File: config.mk
export PLATFORM = sky130hd
export DESIGN_NAME = smp_state
export DESIGN_NICKNAME = d
export VERILOG_FILES = /design/src/rtl/core/smp_pkg.sv /design/src/rtl/core/smp_compare.sv /design/src/rtl/core/smp_state.sv
export SDC_FILE = /design/constraint.sdc
export NUM_CORES = 1
export LEC_CHECK = 0
export BUFFER_PORTS_ARGS = -buffer_cell sky130_fd_sc_hd__buf_2
export CORE_ASPECT_RATIO = 0.75
export CORE_MARGIN = 1
export CORE_UTILIZATION = 39
export CTS_BUF_LIST = sky130_fd_sc_hd__clkbuf_2
export CTS_CLUSTER_SIZE = 24
export DETAILED_ROUTE_END_ITERATION = 8
export PLACE_DENSITY = 0.6
export SLEW_MARGIN = 20
export SYNTH_ARGS = -nofsm -noshare
export SYNTH_HDL_FRONTEND = slang
export SYNTH_SLANG_ARGS = --single-unit
export TNS_END_PERCENT = 5
File: constraint.sdc
create_clock -name clk -period 7.9 [get_ports clk]
set_input_delay 1.185 -clock clk [delete_from_list [all_inputs] [get_ports clk]]
set_output_delay 1.185 -clock clk [all_outputs]
set_load 0.01 [all_outputs]
File: src/rtl/core/smp_pkg.sv
package smp_pkg;

	// fixed field widths
	localparam int BYTE_W    = 8;
	localparam int POS_W     = 16;
	localparam int TOTAL_W   = 17;
	localparam int LEN_W     = 5;
	localparam int PAT_BYTES = 16;
	localparam int CFG_W     = 64;
	localparam int CFG_IDX_W = 2;

	// match count stops here
	localparam logic [TOTAL_W-1:0] COUNT_SAT = 17'h10000;

	// configuration register indexes
	typedef enum logic [CFG_IDX_W-1:0] {
		CFG_PAT_LO  = 2'd0,
		CFG_PAT_HI  = 2'd1,
		CFG_PAT_LEN = 2'd2
	} cfg_idx_t;

	// one result item
	typedef struct packed {
		logic               found;
		logic               done_res;
		logic [POS_W-1:0]   start_pos;
		logic [POS_W-1:0]   end_pos;
		logic [TOTAL_W-1:0] total_matches;
		logic               overflow;
	} res_t;

endpackage

File: src/rtl/core/smp_compare.sv
module smp_compare import smp_pkg::*; #(
	parameter int MAX_PATTERN = 16,
	parameter int WIN_DEPTH   = 15,
	parameter int CNT_W       = 17
) (
	input  logic [BYTE_W-1:0] cur_byte,
	input  logic [BYTE_W-1:0] win [WIN_DEPTH],
	input  logic [CFG_W-1:0]  pat_lo,
	input  logic [CFG_W-1:0]  pat_hi,
	input  logic [LEN_W-1:0]  len_eff,
	input  logic [CNT_W-1:0]  cnt,
	output logic              hit
);

	logic [2*CFG_W-1:0] pat_all;
	logic [BYTE_W-1:0]  cand [MAX_PATTERN];
	logic [3:0]         pat_idx [MAX_PATTERN];
	logic               all_eq;
	logic               enough;

	assign pat_all = {pat_hi, pat_lo};

	// candidate bytes, newest first
	always_comb begin
		cand[0] = cur_byte;
		for (int j = 1; j < MAX_PATTERN; j++) begin
			cand[j] = win[j-1];
		end
	end

	// byte j back from the newest lines up with pattern byte len-1-j
	always_comb begin
		all_eq = 1'b1;
		for (int j = 0; j < MAX_PATTERN; j++) begin
			pat_idx[j] = 4'(len_eff - LEN_W'(j) - LEN_W'(1));
			if (LEN_W'(j) < len_eff) begin
				if (cand[j] != pat_all[{pat_idx[j], 3'b000} +: BYTE_W]) begin
					all_eq = 1'b0;
				end
			end
		end
	end

	// whole match must lie inside this text
	assign enough = ({1'b0, cnt} + (CNT_W+1)'(1)) >= (CNT_W+1)'(len_eff);
	assign hit    = (len_eff != '0) && enough && all_eq;

endmodule

File: src/rtl/core/smp_state.sv
module smp_state import smp_pkg::*; #(
	parameter int MAX_PATTERN = 16,
	parameter int MAX_TEXT    = 65536
) (
	input  logic              clk,
	input  logic              arst_n,
	input  logic              advance,
	input  logic [BYTE_W-1:0] cur_byte,
	input  logic              is_last,
	input  logic [CFG_W-1:0]  pat_lo,
	input  logic [CFG_W-1:0]  pat_hi,
	input  logic [LEN_W-1:0]  pat_len,
	output logic              emit,
	output res_t              res
);

	localparam int WIN_DEPTH = (MAX_PATTERN > 1) ? MAX_PATTERN - 1 : 1;
	localparam int CNT_W     = $clog2(MAX_TEXT + 1);

	logic [BYTE_W-1:0]  win_q [WIN_DEPTH];
	logic [CNT_W-1:0]   cnt_q;
	logic [TOTAL_W-1:0] mcnt_q;
	logic               exc_q;

	logic [LEN_W-1:0]   len_eff;
	logic               cmp_hit;
	logic               over;
	logic               hit;
	logic [TOTAL_W-1:0] mcnt_next;

	// lengths past the window are clamped
	assign len_eff = (pat_len > LEN_W'(MAX_PATTERN)) ? LEN_W'(MAX_PATTERN) : pat_len;

	smp_compare #(
		.MAX_PATTERN (MAX_PATTERN),
		.WIN_DEPTH   (WIN_DEPTH),
		.CNT_W       (CNT_W)
	) u_compare (
		.cur_byte (cur_byte),
		.win      (win_q),
		.pat_lo   (pat_lo),
		.pat_hi   (pat_hi),
		.len_eff  (len_eff),
		.cnt      (cnt_q),
		.hit      (cmp_hit)
	);

	// bytes past the length limit never match
	assign over      = cnt_q >= CNT_W'(MAX_TEXT);
	assign hit       = !over && cmp_hit;
	assign mcnt_next = (hit && (mcnt_q < COUNT_SAT)) ? mcnt_q + TOTAL_W'(1) : mcnt_q;
	assign emit      = hit || is_last;

	// result fields for this byte
	always_comb begin
		res.found         = hit;
		res.done_res      = is_last;
		res.start_pos     = hit ? POS_W'(cnt_q) - POS_W'(len_eff) + POS_W'(1) : '0;
		res.end_pos       = hit ? POS_W'(cnt_q) : '0;
		res.total_matches = mcnt_next;
		res.overflow      = exc_q | over;
	end

	// window and counters, cleared after the last byte
	always_ff @(posedge clk or negedge arst_n) begin
		if (!arst_n) begin
			for (int i = 0; i < WIN_DEPTH; i++) begin
				win_q[i] <= '0;
			end
			cnt_q  <= '0;
			mcnt_q <= '0;
			exc_q  <= 1'b0;
		end else if (advance) begin
			if (is_last) begin
				for (int i = 0; i < WIN_DEPTH; i++) begin
					win_q[i] <= '0;
				end
				cnt_q  <= '0;
				mcnt_q <= '0;
				exc_q  <= 1'b0;
			end else begin
				win_q[0] <= cur_byte;
				for (int i = 1; i < WIN_DEPTH; i++) begin
					win_q[i] <= win_q[i-1];
				end
				cnt_q  <= over ? cnt_q : cnt_q + CNT_W'(1);
				mcnt_q <= mcnt_next;
				exc_q  <= exc_q | over;
			end
		end
	end

endmodule

* Word-level counts from Yosys, hierarchy flattened
Cells that the tools add are included.
** Storage, ports and cells
- Register bits after elaboration :: 155
- Latch bits :: 0
- Bits in writable memories :: 0
- ROM bits :: 0
- Output and inout bits :: 53
- Logic and storage cells :: 156
- Memories :: 0
** Cells by class
- Add/subtract/negate cells :: 35
- Multipliers :: 0
- Divide/modulo/power cells :: 0
- Magnitude comparators :: 20
- Eq/ne operators :: 17
- Shifts and indexed selects :: 16
- Mux-type cells :: 41
- Bitwise logic cells :: 1
- Reduce and logical (&&, ||, !) cells :: 8
** Operator list (number)
- indexed part select 128 x 8 -> 8 bit :: 16
- inequality test 8 bit :: 16
- 2-to-1 mux 120 bit :: 1
- 2-to-1 mux 17 bit :: 4
- subtractor 4 x 1 -> 4 bit, second input constant :: 16
- less-than comparator 4 x 5 -> 1 bit, first input constant :: 8
- adder 17 x 1 -> 17 bit, second input constant :: 2
- 2-to-1 mux 1 bit :: 33
- 2-to-1 mux 16 bit :: 2
- subtractor 4 bit, second input constant :: 8
- less-than comparator 3 x 5 -> 1 bit, first input constant :: 4
- adder 17 x 1 -> 18 bit, second input constant :: 1
- greater-or-equal comparator 18 x 5 -> 1 bit :: 1
- greater-or-equal comparator 17 bit, second input constant :: 1
- less-than comparator 17 bit, second input constant :: 1
- adder 16 x 1 -> 16 bit, second input constant :: 1
- subtractor 16 x 5 -> 16 bit :: 1
- subtractor 4 x 3 -> 4 bit, second input constant :: 4
- less-than comparator 1 x 5 -> 1 bit, first input constant :: 2
- less-than comparator 2 x 5 -> 1 bit, first input constant :: 2
- subtractor 4 x 2 -> 4 bit, second input constant :: 2
- > comparator 5 bit, second input constant :: 1
- 2-to-1 mux 5 bit :: 1
- nonzero test 5 bit :: 1
- other kinds (6) :: 9

* Depth between registers and ports, before layout
- Depth in word-level cells :: 42
- Depth in mapped cells :: 27

* Modules after synthesis
From an unflattened synthesis, not the netlist that was laid out.
** Unflattened totals
- Cells, all modules :: 1781
- Area total of the unflattened synthesis :: 19104.6 um^2
** Modules (own cells, without submodules)
- smp_compare :: instances 1, cells each 997, area each 11000.6 um^2, sequential area each 0.0 um^2
- smp_state :: instances 1, cells each 784, area each 8104.0 um^2, sequential area each 3878.7 um^2

* Worst setup path after synthesis
OpenSTA, ideal clock, no wires.
- Path kind :: input to output
- From :: in pat_len[1]
- To :: out res[49] (netlist name)
- Data arrival time :: 6.760 ns
- Required time :: 6.715 ns
- Path slack :: -0.045 ns
- Cell stages on the path :: 23
- Cell sequence :: buf_2 nand2b_1 buf_2 buf_2 buf_2 buf_1 ha_1 buf_2 buf_2 buf_2 clkbuf_1 mux4_2 xnor2_1 nor2_1 o41ai_1 o2111ai_1 nor4_1 a21oi_1 or4_4 a2111oi_4 nand3_2 buf_4 nor4b_2
** RTL lines
- start, declared :: line smp_state.sv:12 : input logic [LEN_W-1:0] pat_len,
- end, declared :: line smp_state.sv:14 : output res_t res

==> flow_metrics.py <==
metrics = {
    "status": {
        "status": "finished clean",
    },
    "placed_design": {
        "numPortBuffers": 197,
        "hpwl_um": 76250,
        "place_area_mm2": 0.02456,
        "place.gp.congestion": 1.041,
        "placed_cells": 3295,
    },
    "power_and_ir_drop": {
        "finalPower_mw": 2.958,
        "ir_drop_mv": 0.08956,
        "p_leak_nw": 10.53,
        "p_per_area_mw_per_mm2": 118.8,
    },
    "cts": {
        "postCtsHoldBufs": 0,
        "clockBufferDepth": 2,
        "clk_pin_slew_worst_paths_ns": 0.23,
        "numCtsBuffers": 17,
        "htree_levels": 4,
        "cts_num_sinks": 155,
        "cts_tree": "built",
        "cts_root_buf": "clkbuf_2",
        "clk_latency_ns": 1.11,
    },
    "synth": {
        "synth_largest_area_cell": "mux4_2",
        "synth_top_area_frac": 0.1739,
        "async_reset_ff_frac": 1.000,
        "synth_area_per_cell_um2": 9.285,
        "netlist_area_mm2": 0.02253,
        "syn-num-nets": 2620,
        "ys_seq_area_frac": 0.1721,
        "syn_inst": 2427,
        "ys_warn_count": 0,
        "ys_ff_latch": 155,
        "synth_ff_type": "dfrtp_1",
        "synth_cell_type_count": 94,
        "synth_area_leaders": "mux4_2 (17%), dfrtp_1 (17%), mux2i_1 (14%)",
        "synth_edf_count": 0,
    },
    "worst_setup_path": {
        "critPathMaxFanout": 35,
        "crit_chain": "buf_4 -> buf_4 -> nand4bb_1 -> o21ai_4 -> buf_4 -> buf_12 -> mux4_2 -> mux4_2 -> xnor2_1 -> o2111ai_1 -> o41ai_1 -> buf_4 -> a41oi_1 -> a2111oi_4 -> buf_4 -> nand4_1 -> xnor2_1 -> buf_2",
        "critical_path.max_stage_delay_ns": 0.53,
        "end_kind": "output pin",
        "path_buf_inv": 7,
        "startpoint_type": "primary input",
        "critPathRequiredTime_ns": 6.71,
        "cp_slowest_cell": "mux4_2",
        "cp.arrival_ns": 6.60,
        "path_class": "in2out",
        "r2r_cells": 14,
        "path_delay_family": "compound AO/OA/AOI/OAI gates",
        "crit_cells": 18,
        "cpMostUsedCell": "buf_4",
    },
    "global_routing": {
        "grt_max_degree": 133,
        "track_usage": 0.3438,
        "grt_overflow_total": 0,
        "antenna_found_initial": 6,
        "grt_pass1_wl_um": 147600,
        "grt_pass1_vias": 20780,
    },
    "sta": {
        "finalCritPeriodShare": 0.9855,
        "worst_slew_pin_slew_ns": 1.076,
        "fmax_mhz": 128.4,
        "final_hold_viol_count": 0,
        "setup_viol": 0,
        "slew_headroom": 0.2797,
        "period_needed_ns": 7.786,
        "maxSlewViolCount": 0,
        "skew_ns": 0.07122,
        "finalSetupTns_ns": 0,
    },
    "final_layout": {
        "drive_gt1_frac": 0.2860,
        "final_cell_count_no_fill": 3336,
        "area_growth_pct": 10.45,
        "num-fill-cells": 5597,
        "nNetsFinal": 2743,
        "final_area_mm2": 0.02489,
    },
    "route": {
        "drtAntennaViolNets": 0,
        "num_vias": 22460,
        "routedWlPerCell_um": 30.70,
        "drtIter0Drc": 3088,
        "drc": 0,
        "routed_via_density": 6.734,
        "firstDrtPassIters": 5,
        "wl_um": 102400,
    },
    "die": {
        "initial_utilization": 0.3989,
        "die_h_um": 210.2,
        "coreArea_mm2": 0.05649,
        "dieArea_mm2": 0.05876,
        "rows": 75,
        "die_x_um": 279.6,
        "pin_count": 198,
    },
    "run": {
        "max-cap-violations": 0,
    },
    "hold_path": {
        "hp-class": "in2async",
    },
}
## registers in the layout, indices dropped and copies added (netlist names)
signal,count
cnt_q,17
win_q,120
mcnt_q,17
exc_q,1
## routing by layer
layer	wire, um	GRT usage
met1	43230	0.4873
met2	42870	0.4986
met3	12400	0.09388
met4	3905	0.1212
met5	27	0
## worst reg2reg max path: cells and delay by family, from the launching register on
family	cells	cell delay, ns
multiplexers	1	0.25
AND/OR/NAND/NOR	6	1.71
buffers and inverters	2	0.46
adder cells (fa/ha/maj)	1	0.31
AO/OA/AOI/OAI	4	1.38
flip-flops	1	0.54
## layout make-up
class / count / area [um2] / share of cell area
Clock inverter: 13 / 137.6 / 0.005530
Antenna cell: 3 / 7.507 / 0.0003016
Timing Repair Buffer: 324 / 2132 / 0.08566
Tap cell: 770 / 963.4 / 0.03871
Sequential cell: 155 / 3879 / 0.1558
Multi-Input combinational cell: 1995 / 17450 / 0.7012
Inverter: 57 / 222.7 / 0.008948
Clock buffer: 19 / 95.09 / 0.003821
## where the power goes
part / leakage [nW] / total [mW] / internal (mW) / switching [mW]
Combinational: 8.25 / 1.63 / 0.632 / 0.996
Clock: 0.142 / 0.497 / 0.127 / 0.370
Sequential: 2.14 / 0.833 / 0.810 / 0.0228
Total: 10.5 / 2.96 / 1.57 / 1.39
## per-stage QoR
stage / hold WS (ns) / setup WS, ns / utilization
finish: 0.1744 / 0.1142 / 0.4406
global placement: 0.5044 / -0.01278 / 0.4347
floorplan: 0.4833 / 0.09739 / -
global route: 0.1840 / -0.005245 / 0.4405
CTS: 0.1151 / 0.1283 / 0.4390
detailed placement: 0.5129 / -0.02620 / 0.4347
## kinds of logic after synthesis
logic type / synth area share
and+or+nand+nor: 0.1552
adders and majority gates: 0.02698
xor gates and xnor gates: 0.06297
buffers and inverters: 0.05891
muxes: 0.3335
DFF: 0.1721
AOI/OAI and AO/OA: 0.1903
## cells in the final DEF (no fill, tap or decap), types with 13 or more instances in the layout
cell type,instances
mux2i_1,306
buf_2,194
nand2_1,184
mux4_2,174
dfrtp_1,155
nor2b_1,144
a31o_2,121
buf_4,114
xnor2_1,111
nor2_1,99
a21oi_1,92
o21ai_0,82
inv_1,51
a211oi_1,50
ha_1,46
nand3_1,44
mux2_2,42
xor2_1,41
nor3_1,39
o22ai_1,28
nand4_1,28
nand2b_1,26
and3_1,24
a31oi_1,23
clkbuf_2,19
o211ai_1,17
nor4_1,17
buf_12,14
a32oi_1,13
a211o_1,13
## repair_timing
action / in CTS / in global routing
setup buffers: 0 / 6
gates cloned: 0 / 0
resized for setup: 1 / 2
endpoints found under the setup margin: 3 / 40
## Yosys cell counts (24+ instances only)
library cell / count
mux4_2: 174
o22ai_1: 28
clkbuf_1: 93
a31o_2: 121
a211oi_1: 50
nor2_1: 100
mux2_2: 42
o21ai_0: 82
dfrtp_1: 155
nor2b_1: 145
and3_1: 24
a21oi_1: 92
inv_1: 51
nor3_1: 40
xor2_1: 42
nand2_1: 184
buf_2: 65
nand3_1: 44
ha_1: 47
nand2b_1: 28
xnor2_1: 115
buf_4: 24
nand4_1: 28
mux2i_1: 307
## path summary, 6_finish.rpt
check / slack, ns / to / start
setup reg to reg: 3.20 / mcnt_q[8] / cnt_q[0]
setup / recovery: 0.11 / res[12] / pat_len[1]
hold / removal: 0.17 / win_q[115] / arst_n
hold reg to reg: 0.54 / win_q[96] / win_q[104]
min in group clk: 0.48 / exc_q / is_last
max in group asynchronous: 6.20 / mcnt_q[0] / arst_n
Note: power is estimated with default switching activity, not from simulation.
